$ cat src/hw/rtl/khm_pkg.sv
// ----------------------------------------------------------------------------
// khm_pkg
// Shared widths, defaults and command/status codes for the k-way heap merge.
// ----------------------------------------------------------------------------
package khm_pkg;

  localparam int LISTS_DEF      = 8;
  localparam int LIST_DEPTH_DEF = 16;

  localparam int CMD_W    = 2;
  localparam int IDX_W    = 3;
  localparam int VALUE_W  = 32;
  localparam int STATUS_W = 2;

  // request commands
  localparam logic [CMD_W-1:0] CMD_LOAD  = 2'd0;
  localparam logic [CMD_W-1:0] CMD_BEGIN = 2'd1;
  localparam logic [CMD_W-1:0] CMD_POP   = 2'd2;

  // result status
  localparam logic [STATUS_W-1:0] ST_OK    = 2'd0;
  localparam logic [STATUS_W-1:0] ST_FULL  = 2'd1;
  localparam logic [STATUS_W-1:0] ST_EMPTY = 2'd2;
  localparam logic [STATUS_W-1:0] ST_PHASE = 2'd3;

endpackage

$ cat src/hw/rtl/khm_cmp.sv
// ----------------------------------------------------------------------------
// khm_cmp
// Heap key comparator: (value, source) pairs, signed value then lower source.
// ----------------------------------------------------------------------------
module khm_cmp #(
  parameter int SRC_W = 3
) (
  input  logic signed [khm_pkg::VALUE_W-1:0] a_value,
  input  logic        [SRC_W-1:0]            a_src,
  input  logic signed [khm_pkg::VALUE_W-1:0] b_value,
  input  logic        [SRC_W-1:0]            b_src,
  output logic                               a_less
);

  assign a_less = (a_value < b_value) || ((a_value == b_value) && (a_src < b_src));

endmodule
$ cat config.mk
export PLATFORM = sky130hd
export DESIGN_NAME = khm_cmp
export DESIGN_NICKNAME = d
export VERILOG_FILES = /design/src/hw/rtl/khm_pkg.sv /design/src/hw/rtl/khm_cmp.sv
export SDC_FILE = /design/constraint.sdc
export NUM_CORES = 1
export LEC_CHECK = 0
export BUFFER_PORTS_ARGS = -buffer_cell sky130_fd_sc_hd__buf_2
export CAP_MARGIN = 30
export CELL_PAD_IN_SITES_DETAIL_PLACEMENT = 1
export CELL_PAD_IN_SITES_GLOBAL_PLACEMENT = 1
export CORE_UTILIZATION = 28
export DETAILED_ROUTE_END_ITERATION = 10
export GPL_TIMING_DRIVEN = 0
export PLACE_DENSITY = 0.84
export SYNTH_ARGS = -nofsm -noshare
export SYNTH_HDL_FRONTEND = slang
export SYNTH_SLANG_ARGS = --single-unit
$ cat constraint.sdc
create_clock -name vclk -period 2.1
set_input_delay 0.42 -clock vclk [all_inputs]
set_output_delay 0.42 -clock vclk [all_outputs]
set_load 0.005 [all_outputs]
==> impl_metrics.env <==
export IMPL_cap_violations=0
export IMPL_status="finished, violations left"
export IMPL_hold_path_class="primary input to output port"
export IMPL_timing_final_ws_setup_ns=-0.0311
export IMPL_setup_tns_final_ns=-0.0311
export IMPL_ant_nets=0
export IMPL_dpl_worst_slack_ns=-0.244
export IMPL_slew_headroom=0.832
export IMPL_final_setup_viol_count=1
export IMPL_worstSetupPathType="primary input to output port"
export IMPL_syn_avg_cell_area_sq_um=7.38
export IMPL_grt_pass1_vias=1232
export IMPL_initial_core_util=0.300
export IMPL_critical_path_required_ns=1.68
export IMPL_yosys_area_top_type="ha_1"
export IMPL_nFillCells=385
export IMPL_layout_area_overhead_vs_synth_pct=94.2
export IMPL_worstSetupStartpointType="primary input"
export IMPL_grt_max_degree=6
export IMPL_layout_nets=309
export IMPL_slew_violations=0
export IMPL_drtIter0Drc=10
export IMPL_routedWlPerCell_microns=13.9
export IMPL_syn_num_nets=230
export IMPL_route_detailed_drc=0
export IMPL_antenna_found_initial=0
export IMPL_ys_warn_count=0
export IMPL_synth_area_sq_um=930
export IMPL_post_route_min_period_ns=2.13
export IMPL_die_area_sq_um=3550
export IMPL_total_power_mw=0.366
export IMPL_seq_area_frac_synth=0
export IMPL_grt_setup_unrepaired="yes"
export IMPL_cp_data_arrival_time_ns=1.71
export IMPL_final_common_cell="buf_2"
export IMPL_violations="setup timing"
export IMPL_die_w_microns=59.6
export IMPL_seq_area_sq_um=0
export IMPL_grt_ovfl_total=0
export IMPL_drive_gt1_frac=0.626
export IMPL_clockBufferCount=0
export IMPL_vias_per_cell=4.82
export IMPL_multi_input_area_sq_um=1120
export IMPL_track_usage=0.176
export IMPL_synthTopCellsByArea="ha_1, inv_1, a21oi_1, nand4_1, nand2_1"
export IMPL_synthSimpleGateAreaFrac=0.191
export IMPL_hold_viol=0
export IMPL_vias=1190
export IMPL_peakVddDrop_mv=0.0793
export IMPL_hpwl_mm=2.45
export IMPL_drtPass1Iterations=4
export IMPL_diodes=0
export IMPL_rows=20
export IMPL_p_leak_nw=0.921
export IMPL_synth_xor_area_share=0
export IMPL_io_pins=71
export IMPL_portBuffers=71
export IMPL_grt_pass1_wl_mm=4.89
export IMPL_synthCells=126
export IMPL_synth_mux_area_frac=0
export IMPL_ys_types=25
export IMPL_synth_compound_area_frac=0.206
export IMPL_cp_max_fo=2
export IMPL_cp_end_kind="output port"
export IMPL_power_density_nw_per_um2=203
export IMPL_yosysTopAreaCellShare=0.458
export IMPL_core_area_sq_um=3100
export IMPL_final_cell_mix="buf_2, inv_1, ha_4"
export IMPL_flops_and_latches=0
export IMPL_die_h_microns=59.6
export IMPL_clock_fmax_mhz=469
export IMPL_globalplace_congestion=0.706
export IMPL_synth_top_family_by_area="adder cells"
export IMPL_max_slew_worst_pin_slew_ns=0.251
export IMPL_period_share=1.01
export IMPL_synth_fa_ha_area_frac=0.458
export IMPL_finalWirelength_mm=3.42
-- where the power goes --
part,leakage (nW),switching (mW),internal [mW]
clock network,0,0,0
registers,0,0,0
logic,0.921,0.163,0.203
total,0.921,0.163,0.203
-- metrics by stage --
step	cells	hold WS (ns)	cell area, sq um	util
finish	247	1.36	1810	0.582
global placement	241	1.41	1340	0.432
CTS	244	1.43	1530	0.494
floorplan	126	1.20	930	-
global route	247	1.42	1810	0.582
detailed placement	241	1.42	1340	0.432
-- timing repair --
item	CTS	global route
gates resized for setup	27	42
hold buffers	0	0
endpoints found under the setup margin	1	1
setup buffers	3	3
pin swaps	11	24
-- path summary, 6_finish.rpt --
check	startpoint	end	slack (ns)	cells past startpoint
worst min-delay path	a_value[31]	a_less	1.36	6
worst max-delay path	b_value[11]	a_less	-0.03	10
-- worst max-delay path: stages --
cell and delay, ns:
buf_8 0.07, inv_4 0.03, ha_4 0.26, nand4_1 0.13, buf_4 0.17, nor4_4 0.16
o21ai_1 0.11, a31oi_1 0.15, o21ai_1 0.07, buf_2 0.13
-- kinds of logic after synthesis --
kind of cell    count (synthesis)
fa+ha+maj                      34
compound gates                 31
simple gates                   25
buf+inv                        36
-- cell usage after synthesis, drive strengths merged --
library cell and instances:
inv 36, ha 34, a21oi 10, o21ai 9
nand2 8, nand4 7, a211oi 4, a21o 2
a31oi 2, nand3 2, nor2b 2, nor4 2
a221oi 1, a22oi 1, and2b 1, nand2b 1
nor2 1, o211a 1, o21bai 1, or2b 1
-- area by class of cell --
class                      count  area share
inverter                      36      0.0790
tap                           44      0.0305
multi-input combinational     90       0.618
timing repair buffer          77       0.272
-- layer usage --
metal	global-route usage	vias up	routed length, microns
li1	-	593	-
met4	0	0	55
met1	0.171	549	1220
met2	0.404	44	1960
met5	0	-	0
met3	0.0109	4	184
Power figures use the tool's default switching activity.
