$ cat src/hw/rtl/khm_ram.sv
// ----------------------------------------------------------------------------
// khm_ram
// Generic single-write, single-read RAM with registered read data.
// ----------------------------------------------------------------------------
module khm_ram #(
  parameter int WIDTH = 32,
  parameter int DEPTH = 16
) (
  input  logic                     clk,
  input  logic                     we,
  input  logic [$clog2(DEPTH)-1:0] waddr,
  input  logic [WIDTH-1:0]         wdata,
  input  logic [$clog2(DEPTH)-1:0] raddr,
  output logic [WIDTH-1:0]         rdata
);

  logic [WIDTH-1:0] mem [DEPTH];

  always_ff @(posedge clk) begin
    if (we) begin
      mem[waddr] <= wdata;
    end
    rdata <= mem[raddr];
  end

endmodule

$ cat config.mk
export PLATFORM = sky130hd
export DESIGN_NAME = khm_ram
export DESIGN_NICKNAME = d
export VERILOG_FILES = /design/src/hw/rtl/khm_ram.sv
export SDC_FILE = /design/constraint.sdc
export NUM_CORES = 1
export LEC_CHECK = 0
export ABC_CLOCK_PERIOD_IN_PS = 5000
export BUFFER_PORTS_ARGS = -buffer_cell sky130_fd_sc_hd__buf_2
export CORE_MARGIN = 3
export CORE_UTILIZATION = 55
export DETAILED_ROUTE_END_ITERATION = 8
export GPL_TIMING_DRIVEN = 0
export HOLD_SLACK_MARGIN = 0.06
export PLACE_DENSITY = 0.74
export SLEW_MARGIN = 20
export SYNTH_ARGS = -nofsm -noshare
export SYNTH_HDL_FRONTEND = slang
export SYNTH_SLANG_ARGS = --single-unit
$ cat constraint.sdc
create_clock -name clk -period 5 [get_ports clk]
set_input_delay 0.25 -clock clk [delete_from_list [all_inputs] [get_ports clk]]
set_output_delay 0.25 -clock clk [all_outputs]
set_load 0.005 [all_outputs]
==> metrics.log, run 1 <==
INFO  metric postSynthRegisterBits = 544
INFO  metric crit_slowest_cell = sky130_fd_sc_hd__nor3_2
INFO  metric worst_setup_path_end_kind = flip-flop
INFO  metric total_die_area = 0.03841 mm^2
INFO  metric max_slew.worst_pin.slew = 930.4 ps
INFO  metric dominant_combinational_cell_family_by_area_after_synthesis = multiplexers
INFO  metric grt_pass1_vias = 9,758
INFO  metric post_cts.repair.setup_buffers = 0
INFO  metric rsz0062_at_grt = no
INFO  metric yosysSeqAreaShare = 80.67%
INFO  metric avgRoutedWirePerCell = 27.76 um
INFO  metric fin_max_slew_vios = 0
INFO  metric yosys.area_share.xor_xnor = 0%
INFO  metric numPortBuffers = 71
INFO  metric pwr_density_cell = 402.8 mW/mm^2
INFO  metric cts.clk_slew.worst_paths = 60 ps
INFO  metric initial_core_util = 56.64%
INFO  metric area_growth_syn_to_layout = 17.49%
INFO  metric final_core_utilization = 66.54%
INFO  metric synthCells = 838
INFO  metric stdcell_area = 0.02333 mm^2
INFO  metric period_share = 38.68%
INFO  metric cts_max_level = 2
INFO  metric synth_adder_area_share = 0%
INFO  metric synth_mux_area_share = 14.52%
INFO  metric irDropWorstVdd = 0.3433 mV
INFO  metric grt_antenna_before_repair = 0
INFO  metric power_leakage = 7.588 nW
INFO  metric synth_compound_area_share = 2.420%
INFO  metric die_w = 196.0 um
INFO  metric clock_root_buffer = sky130_fd_sc_hd__clkbuf_16
INFO  metric netlist_top_cells_area = sky130_fd_sc_hd__edfxtp_1, sky130_fd_sc_hd__mux4_2, sky130_fd_sc_hd__dfxtp_1
INFO  metric global_route.overflow_total = 0
INFO  metric post-dp-hpwl = 25.61 mm
INFO  metric clock-sinks = 544
INFO  metric synth_top_cell_by_area = sky130_fd_sc_hd__edfxtp_1
INFO  metric mappedNetlistArea = 0.01985 mm^2
INFO  metric crit_start = waddr[2]
INFO  metric tritoncts = done
INFO  metric crit_path_top_cell_by_count = sky130_fd_sc_hd__buf_4
INFO  metric start_kind = primary input
INFO  metric yosys.area.top_type_share = 77.44%
INFO  metric outcome = completed
INFO  metric post-route-drc-count = 0
INFO  metric grt_start_max_net_pins = 20
INFO  metric gpl.final_weighted_congestion = 0.7292
INFO  metric grt_pass1_wl = 62.33 mm
INFO  metric boundaryPins = 74
INFO  metric mappedNetlistNets = 880
INFO  metric n_antenna_cell = 0
INFO  metric worst_r2r_endpoint = rdata[27]$_DFF_P_
INFO  metric netlist-cell-type-count = 18
INFO  metric fin_setup_tns = 0 ps
INFO  metric setup.reg_to_reg.worst_slack = 3560 ps
INFO  metric via_count = 9,391
INFO  metric final_net_count = 1,067
INFO  metric holdCritPathClass = in -> reg
INFO  metric drt_iter0_markers = 1,095
INFO  metric grtUsageTotal = 22.22%
INFO  metric synth_simple_gate_area_share = 1.273%
INFO  metric via_per_inst = 6.166
INFO  metric max_cap_viol_count = 0
INFO  metric filler_cell_count = 2,144
INFO  metric postPlaceCellArea = 0.02138 mm^2
INFO  metric floorplan.die.height = 196.0 um
INFO  metric worstSetupEndpoint = mem[8][29]$_DFFE_PP_
INFO  metric worst-endpoint-required = 5270 ps
INFO  metric cp_cell_sequence = buf_2 -> nand3b_1 -> nor3_2 -> buf_6 -> buf_4 -> buf_4
INFO  metric final_setup_violation_count = 0
INFO  metric wirelength = 42.28 mm
INFO  metric maxSlewHeadroom = 37.97%
INFO  metric clock-skew-final = 6.630 ps
INFO  metric insertion_delay = 570 ps
INFO  metric number_of_placement_rows = 68
INFO  metric max-clock-path-buffers = 3
INFO  metric maxClockFrequency = 0.5171 GHz
INFO  metric syn-mean-instance-area = 23.69 um^2
INFO  metric worstReg2RegStart = mem[11][27]$_DFFE_PP_
INFO  metric drive_above_1_share = 31.65%
INFO  metric total_power = 9.396 mW
INFO  metric worst_r2r_path_depth = 3
INFO  metric detail_route.first_pass.iterations = 7
INFO  metric path_class = in -> reg
INFO  metric cts-buffers-inserted = 52
INFO  metric worstHoldStart = wdata[23]
INFO  metric yosys_warnings = 0
INFO  metric design.core.area = 0.03505 mm^2
INFO  metric report.final.hold_viol_count = 0
INFO  metric crit_path_max_fanout = 8
INFO  metric antenna_left = 0
INFO  metric arrival = 2200 ps
INFO  metric min_period = 1934 ps
INFO  metric critPathMaxStageDelay = 750 ps
## logic make-up (layout without fill, tap and decap cells)
logic type,after synthesis,count (layout)
and+or+nand+nor,59,59
buffers and inverters,43,273
DFF,544,544
AOI/OAI and AO/OA,64,64
muxes,128,128
## how the worst min path moves through the flow
stage | to | slack, ps | depth (start not counted)
6_report | mem[7][23]$_DFFE_PP_ | 70 | 1
5_1_grt | mem[12][23]$_DFFE_PP_ | 70 | 1
4_1_cts | mem[7][23]$_DFFE_PP_ | 60 | 1
3_5_place_dp | rdata[25] | 620 | 1
3_3_place_gp | mem[9][10]$_DFFE_PP_ | 620 | 1
2_1_floorplan | mem[0][0]$_DFFE_PP_ | 350 | 0
## cells in the mapped netlist, drive strengths merged
master	count
buf	26
nand3	1
nor2b	2
nand3b	2
clkbuf	17
nand2b	2
edfxtp	512
or3b	1
mux4	128
and2	1
nor2	13
dfxtp	32
nor3	4
nand2	33
a22oi	64
## power breakdown
part / switching, mW / internal [mW] / total, mW
Combinational: 0.274 / 0.209 / 0.483
Clock: 1.61 / 2.18 / 3.79
Sequential: 0.0264 / 5.10 / 5.12
Total: 1.91 / 7.49 / 9.40
## cell usage in the layout, fill, tap and decap left out, types with 23 or more instances in the layout
master / synthesis / final
sky130_fd_sc_hd__a22oi_1: 64 / 64
sky130_fd_sc_hd__buf_2: 4 / 75
sky130_fd_sc_hd__buf_4: 11 / 23
sky130_fd_sc_hd__clkbuf_1: 17 / 36
sky130_fd_sc_hd__clkbuf_16: 0 / 53
sky130_fd_sc_hd__dfxtp_1: 32 / 32
sky130_fd_sc_hd__dlygate4sd3_1: 0 / 30
sky130_fd_sc_hd__edfxtp_1: 512 / 512
sky130_fd_sc_hd__mux4_2: 128 / 128
sky130_fd_sc_hd__nand2_1: 33 / 33
## flip-flops by register name, indices dropped and copies added (netlist names)
register,count
mem,512
rdata,32
## metrics by stage
step	hold WS (ps)	instances	setup slack (ps)
global route	72.23	1523	2963
global placement	619.0	1364	-852.1
CTS	60.54	1523	3064
floorplan	348.9	838	1570
finish	73.62	1523	3066
detailed placement	624.7	1396	2495
## layout make-up
class	count	area (um^2)	area share (%)
sequential	544	16020	68.66
multi-input combinational	251	3726	15.97
clock buffer	77	1466	6.287
timing repair buffer	133	1150	4.929
tap	455	569.3	2.441
buffer	43	222.7	0.9548
clock inverter	20	176.4	0.7563
## layer usage
layer	track usage [%]	up-vias	wire (um)
li1	-	3941	-
met1	30.11	4895	16110
met2	37.85	478	21700
met3	3.830	77	3388
met4	6.522	0	1085
met5	0	-	0
## worst max-delay path: cells and delay by family
family                 cells  cell delay, ps
and+or+nand+nor            2            1150
buffers and inverters      4             790
## repair_timing
item | CTS | global route
endpoints found under the setup margin | 0 | 0
hold buffers | 30 | 0
gates resized for setup | 0 | 0
hold endpoints to repair | 434 | 0
No activity file was read; power rests on OpenSTA's default activity.
==> run 2: changes to the inputs <==
--- a/config.mk
+++ b/config.mk
@@ -5,14 +5,15 @@
 export SDC_FILE = /design/constraint.sdc
 export NUM_CORES = 1
 export LEC_CHECK = 0
-export ABC_CLOCK_PERIOD_IN_PS = 5000
+export ABC_AREA = 1
+export ABC_CLOCK_PERIOD_IN_PS = 1700
 export BUFFER_PORTS_ARGS = -buffer_cell sky130_fd_sc_hd__buf_2
 export CORE_MARGIN = 3
 export CORE_UTILIZATION = 55
 export DETAILED_ROUTE_END_ITERATION = 8
 export GPL_TIMING_DRIVEN = 0
 export HOLD_SLACK_MARGIN = 0.06
-export PLACE_DENSITY = 0.74
+export PLACE_DENSITY = 0.77
 export SLEW_MARGIN = 20
 export SYNTH_ARGS = -nofsm -noshare
 export SYNTH_HDL_FRONTEND = slang
==> constraint.sdc (replaced) <==
create_clock -name clk -period 1.7 [get_ports clk]
set_input_delay 0.085 -clock clk [delete_from_list [all_inputs] [get_ports clk]]
set_output_delay 0.085 -clock clk [all_outputs]
set_load 0.005 [all_outputs]
==> metrics.log, run 2 <==
INFO  metric maxClockFrequency = 0.5867 GHz
INFO  metric total_switching_power = 6.456 mW
INFO  metric max-clock-path-buffers = 3
INFO  metric irDropWorstVdd = 0.8252 mV
INFO  metric area_growth_syn_to_layout = 16.12%
INFO  metric worst_setup_path_end_kind = flip-flop
INFO  metric clock-sinks = 544
INFO  metric clock-skew-final = 10.78 ps
INFO  metric mappedNetlistArea = 0.02273 mm^2
INFO  metric tritoncts = done
INFO  metric max_cap_viol_count = 0
INFO  metric drive_above_1_share = 11.30%
INFO  metric clock_power_share = 40.1%
INFO  metric netlist-cell-type-count = 15
INFO  metric final-instance-count-excl-fill = 2,871
INFO  metric total_power = 28.62 mW
INFO  metric gpl.final_weighted_congestion = 0.8506
INFO  metric worst_r2r_endpoint = rdata[23]$_DFF_P_
INFO  metric via_count = 16,040
INFO  metric min_period = 1704 ps
INFO  metric maxSlewHeadroom = 36.88%
INFO  metric period_share = 100.3%
INFO  metric postSynthRegisterBits = 544
INFO  metric hold_slack = 247.8 ps
INFO  metric arrival = 2170 ps
INFO  metric max_flop_register = mem
INFO  metric start_kind = primary input
INFO  metric final_net_count = 2,342
INFO  metric global_route.overflow_total = 0
INFO  metric floorplan.die.height = 209.3 um
INFO  metric syn-mean-instance-area = 10.72 um^2
INFO  metric cts.clk_slew.worst_paths = 60 ps
INFO  metric hold_depth = 8
INFO  metric layout.cells.most_common_list = sky130_fd_sc_hd__nand2_1, sky130_fd_sc_hd__edfxtp_1, sky130_fd_sc_hd__inv_1
INFO  metric ys_async_sr_fraction = 0%
INFO  metric worst-endpoint-required = 2160 ps
INFO  metric power_leakage = 11.33 nW
INFO  metric setup.reg_to_reg.worst_slack = 600 ps
INFO  metric dpl_worst_slack = -256.5 ps
INFO  metric wirelength = 61.82 mm
INFO  metric number_of_placement_rows = 73
INFO  metric via_per_inst = 5.588
INFO  metric die_w = 209.3 um
INFO  metric fin_ws = -4.394 ps
INFO  metric synth_top_cell_by_area = sky130_fd_sc_hd__edfxtp_1
INFO  metric worst_r2r_path_depth = 6
INFO  metric netlist_top_cells_area = sky130_fd_sc_hd__edfxtp_1, sky130_fd_sc_hd__nand2_1, sky130_fd_sc_hd__nand3_1
INFO  metric p_seq_share = 52.7%
INFO  metric cts_max_level = 2
INFO  metric detail_route.first_pass.iterations = 8
INFO  metric max_slew.worst_pin.slew = 946.8 ps
INFO  metric path_class = in -> reg
INFO  metric synth_top_flop_cell = sky130_fd_sc_hd__edfxtp_1
INFO  metric grt_start_max_net_pins = 21
INFO  metric mappedNetlistNets = 2,162
INFO  metric numPortBuffers = 71
INFO  metric report.final.hold_viol_count = 0
INFO  metric pwr-share-comb = 7.2%
INFO  metric hold_end = rdata[4]$_DFF_P_
INFO  metric final_setup_violation_count = 2
INFO  metric boundaryPins = 74
INFO  metric synth_top_cells_by_count = sky130_fd_sc_hd__nand2_1, sky130_fd_sc_hd__edfxtp_1, sky130_fd_sc_hd__inv_1
INFO  metric post-dp-hpwl = 39.34 mm
INFO  metric largest_register_ff_count = 512
INFO  metric drt_iter0_markers = 2,135
INFO  metric initial_core_util = 56.43%
INFO  metric outcome = finished, violations left
INFO  metric cts-buffers-inserted = 54
INFO  metric holdCritPathClass = in -> reg
INFO  metric fin_setup_tns = -7.132 ps
INFO  metric antenna_left = 0
INFO  metric final_common_cell = sky130_fd_sc_hd__nand2_1
INFO  metric yosys_warnings = 0
INFO  metric synth_enable_flop_cells = 512
INFO  metric dp_cells = 2,735
INFO  metric post-route-drc-count = 0
INFO  metric grtUsageTotal = 27.87%
INFO  metric total_die_area = 0.04380 mm^2
INFO  metric worstReg2RegStart = mem[5][23]$_DFFE_PP_
INFO  metric insertion_delay = 600 ps
INFO  metric fin_max_slew_vios = 0
INFO  metric clock_root_buffer = sky130_fd_sc_hd__clkbuf_16
INFO  metric avgRoutedWirePerCell = 21.53 um
INFO  metric pwr_density_cell = 1084 mW/mm^2
INFO  metric yosysSeqAreaShare = 70.46%
INFO  metric cellInternalPower = 22.16 mW
INFO  metric switching_share = 22.56%
INFO  metric top_regs = mem (512), rdata (32)
INFO  metric rsz0062_at_grt = no
INFO  metric violated_checks = negative setup slack
INFO  metric crit_path_max_fanout = 10
INFO  metric yosys.area.top_type_share = 67.64%
INFO  metric grt_pass1_vias = 15,830
INFO  metric post_cts.repair.setup_buffers = 0
INFO  metric design.core.area = 0.04028 mm^2
INFO  metric synthCells = 2,120
INFO  metric dominant_cell_by_count_in_the_synthesized_netlist = sky130_fd_sc_hd__nand2_1
INFO  metric worstHoldStart = raddr[0]
INFO  metric grt_pass1_wl = 91.81 mm
INFO  metric grt_antenna_before_repair = 1
## run 2: changes by cell type in the layout (fill, tap and decap cells not counted), sizes merged, moves of 50 or more
cell | previous run | this run
buf | 129 | 179
a22oi | 64 | 0
nand2 | 33 | 677
inv | 2 | 390
nand3 | 1 | 385
mux4 | 128 | 0
## run 2: area by class of cell
cell class | count | area, um^2
plain buffers | 105 | 705.7
inverters | 390 | 1466
multi-input cells | 1081 | 4667
well taps | 525 | 656.9
clock inverters | 28 | 190.2
diodes | 1 | 2.502
repair buffers | 124 | 1174
flip-flops and latches | 544 | 16020
fillers | 2800 | 13890
clock buffers | 73 | 1516
## run 2: cell families (layout without fill, tap and decap cells)
group | after synthesis | after routing | synth area share (%)
flip-flops | 544 | 544 | 70.46
AND/OR/NAND/NOR | 1081 | 1081 | 20.00
buffers and inverters | 495 | 720 | 9.539
other | 0 | 1 | 0
## run 2: per-layer routing
metal | GRT usage, % | wire length, um
met1 | 36.21 | 22500
met3 | 6.951 | 7593
met5 | 0 | 0
met2 | 44.20 | 28520
met4 | 13.74 | 3207
## run 2: timing repair
item                                    CTS  global route
gates resized for setup                   0             5
endpoints found under the setup margin    0             5
hold endpoints to repair                516             0
hold buffers                             34             0
## run 2: worst max-delay path by stage
stage                   from                    to
floorplan           waddr[2]  mem[10][0]$_DFFE_PP_
global placement    waddr[2]   mem[8][5]$_DFFE_PP_
detailed placement  waddr[2]  mem[10][3]$_DFFE_PP_
CTS                 raddr[2]     rdata[15]$_DFF_P_
global route        raddr[2]     rdata[25]$_DFF_P_
finish              raddr[2]     rdata[10]$_DFF_P_
## run 2: stage by stage
stage	area, um^2	util [%]
3_5_place_dp	24340	60.43
5_1_grt	26390	65.53
2_1_floorplan	22750	-
4_1_cts	26390	65.51
3_3_place_gp	23760	58.98
6_report	26390	65.53
## run 2: critical path, cell delays in order
cell and delay [ps]:
sky130_fd_sc_hd__dlygate4sd3_1 540, sky130_fd_sc_hd__buf_2 140, sky130_fd_sc_hd__buf_2 350, sky130_fd_sc_hd__clkbuf_1 600, sky130_fd_sc_hd__nand3_1 150, sky130_fd_sc_hd__nand3_1 180
sky130_fd_sc_hd__nand2_1 110
## run 2: power by group through the flow
stage	clock network [mW]	logic [mW]	registers [mW]
2_1_floorplan	0	1.03	15.4
3_3_place_gp	0	1.81	15.3
3_5_place_dp	0	1.95	15.3
4_1_cts	11.6	2.03	15.1
5_1_grt	12.1	2.23	15.1
6_report	11.5	2.07	15.1
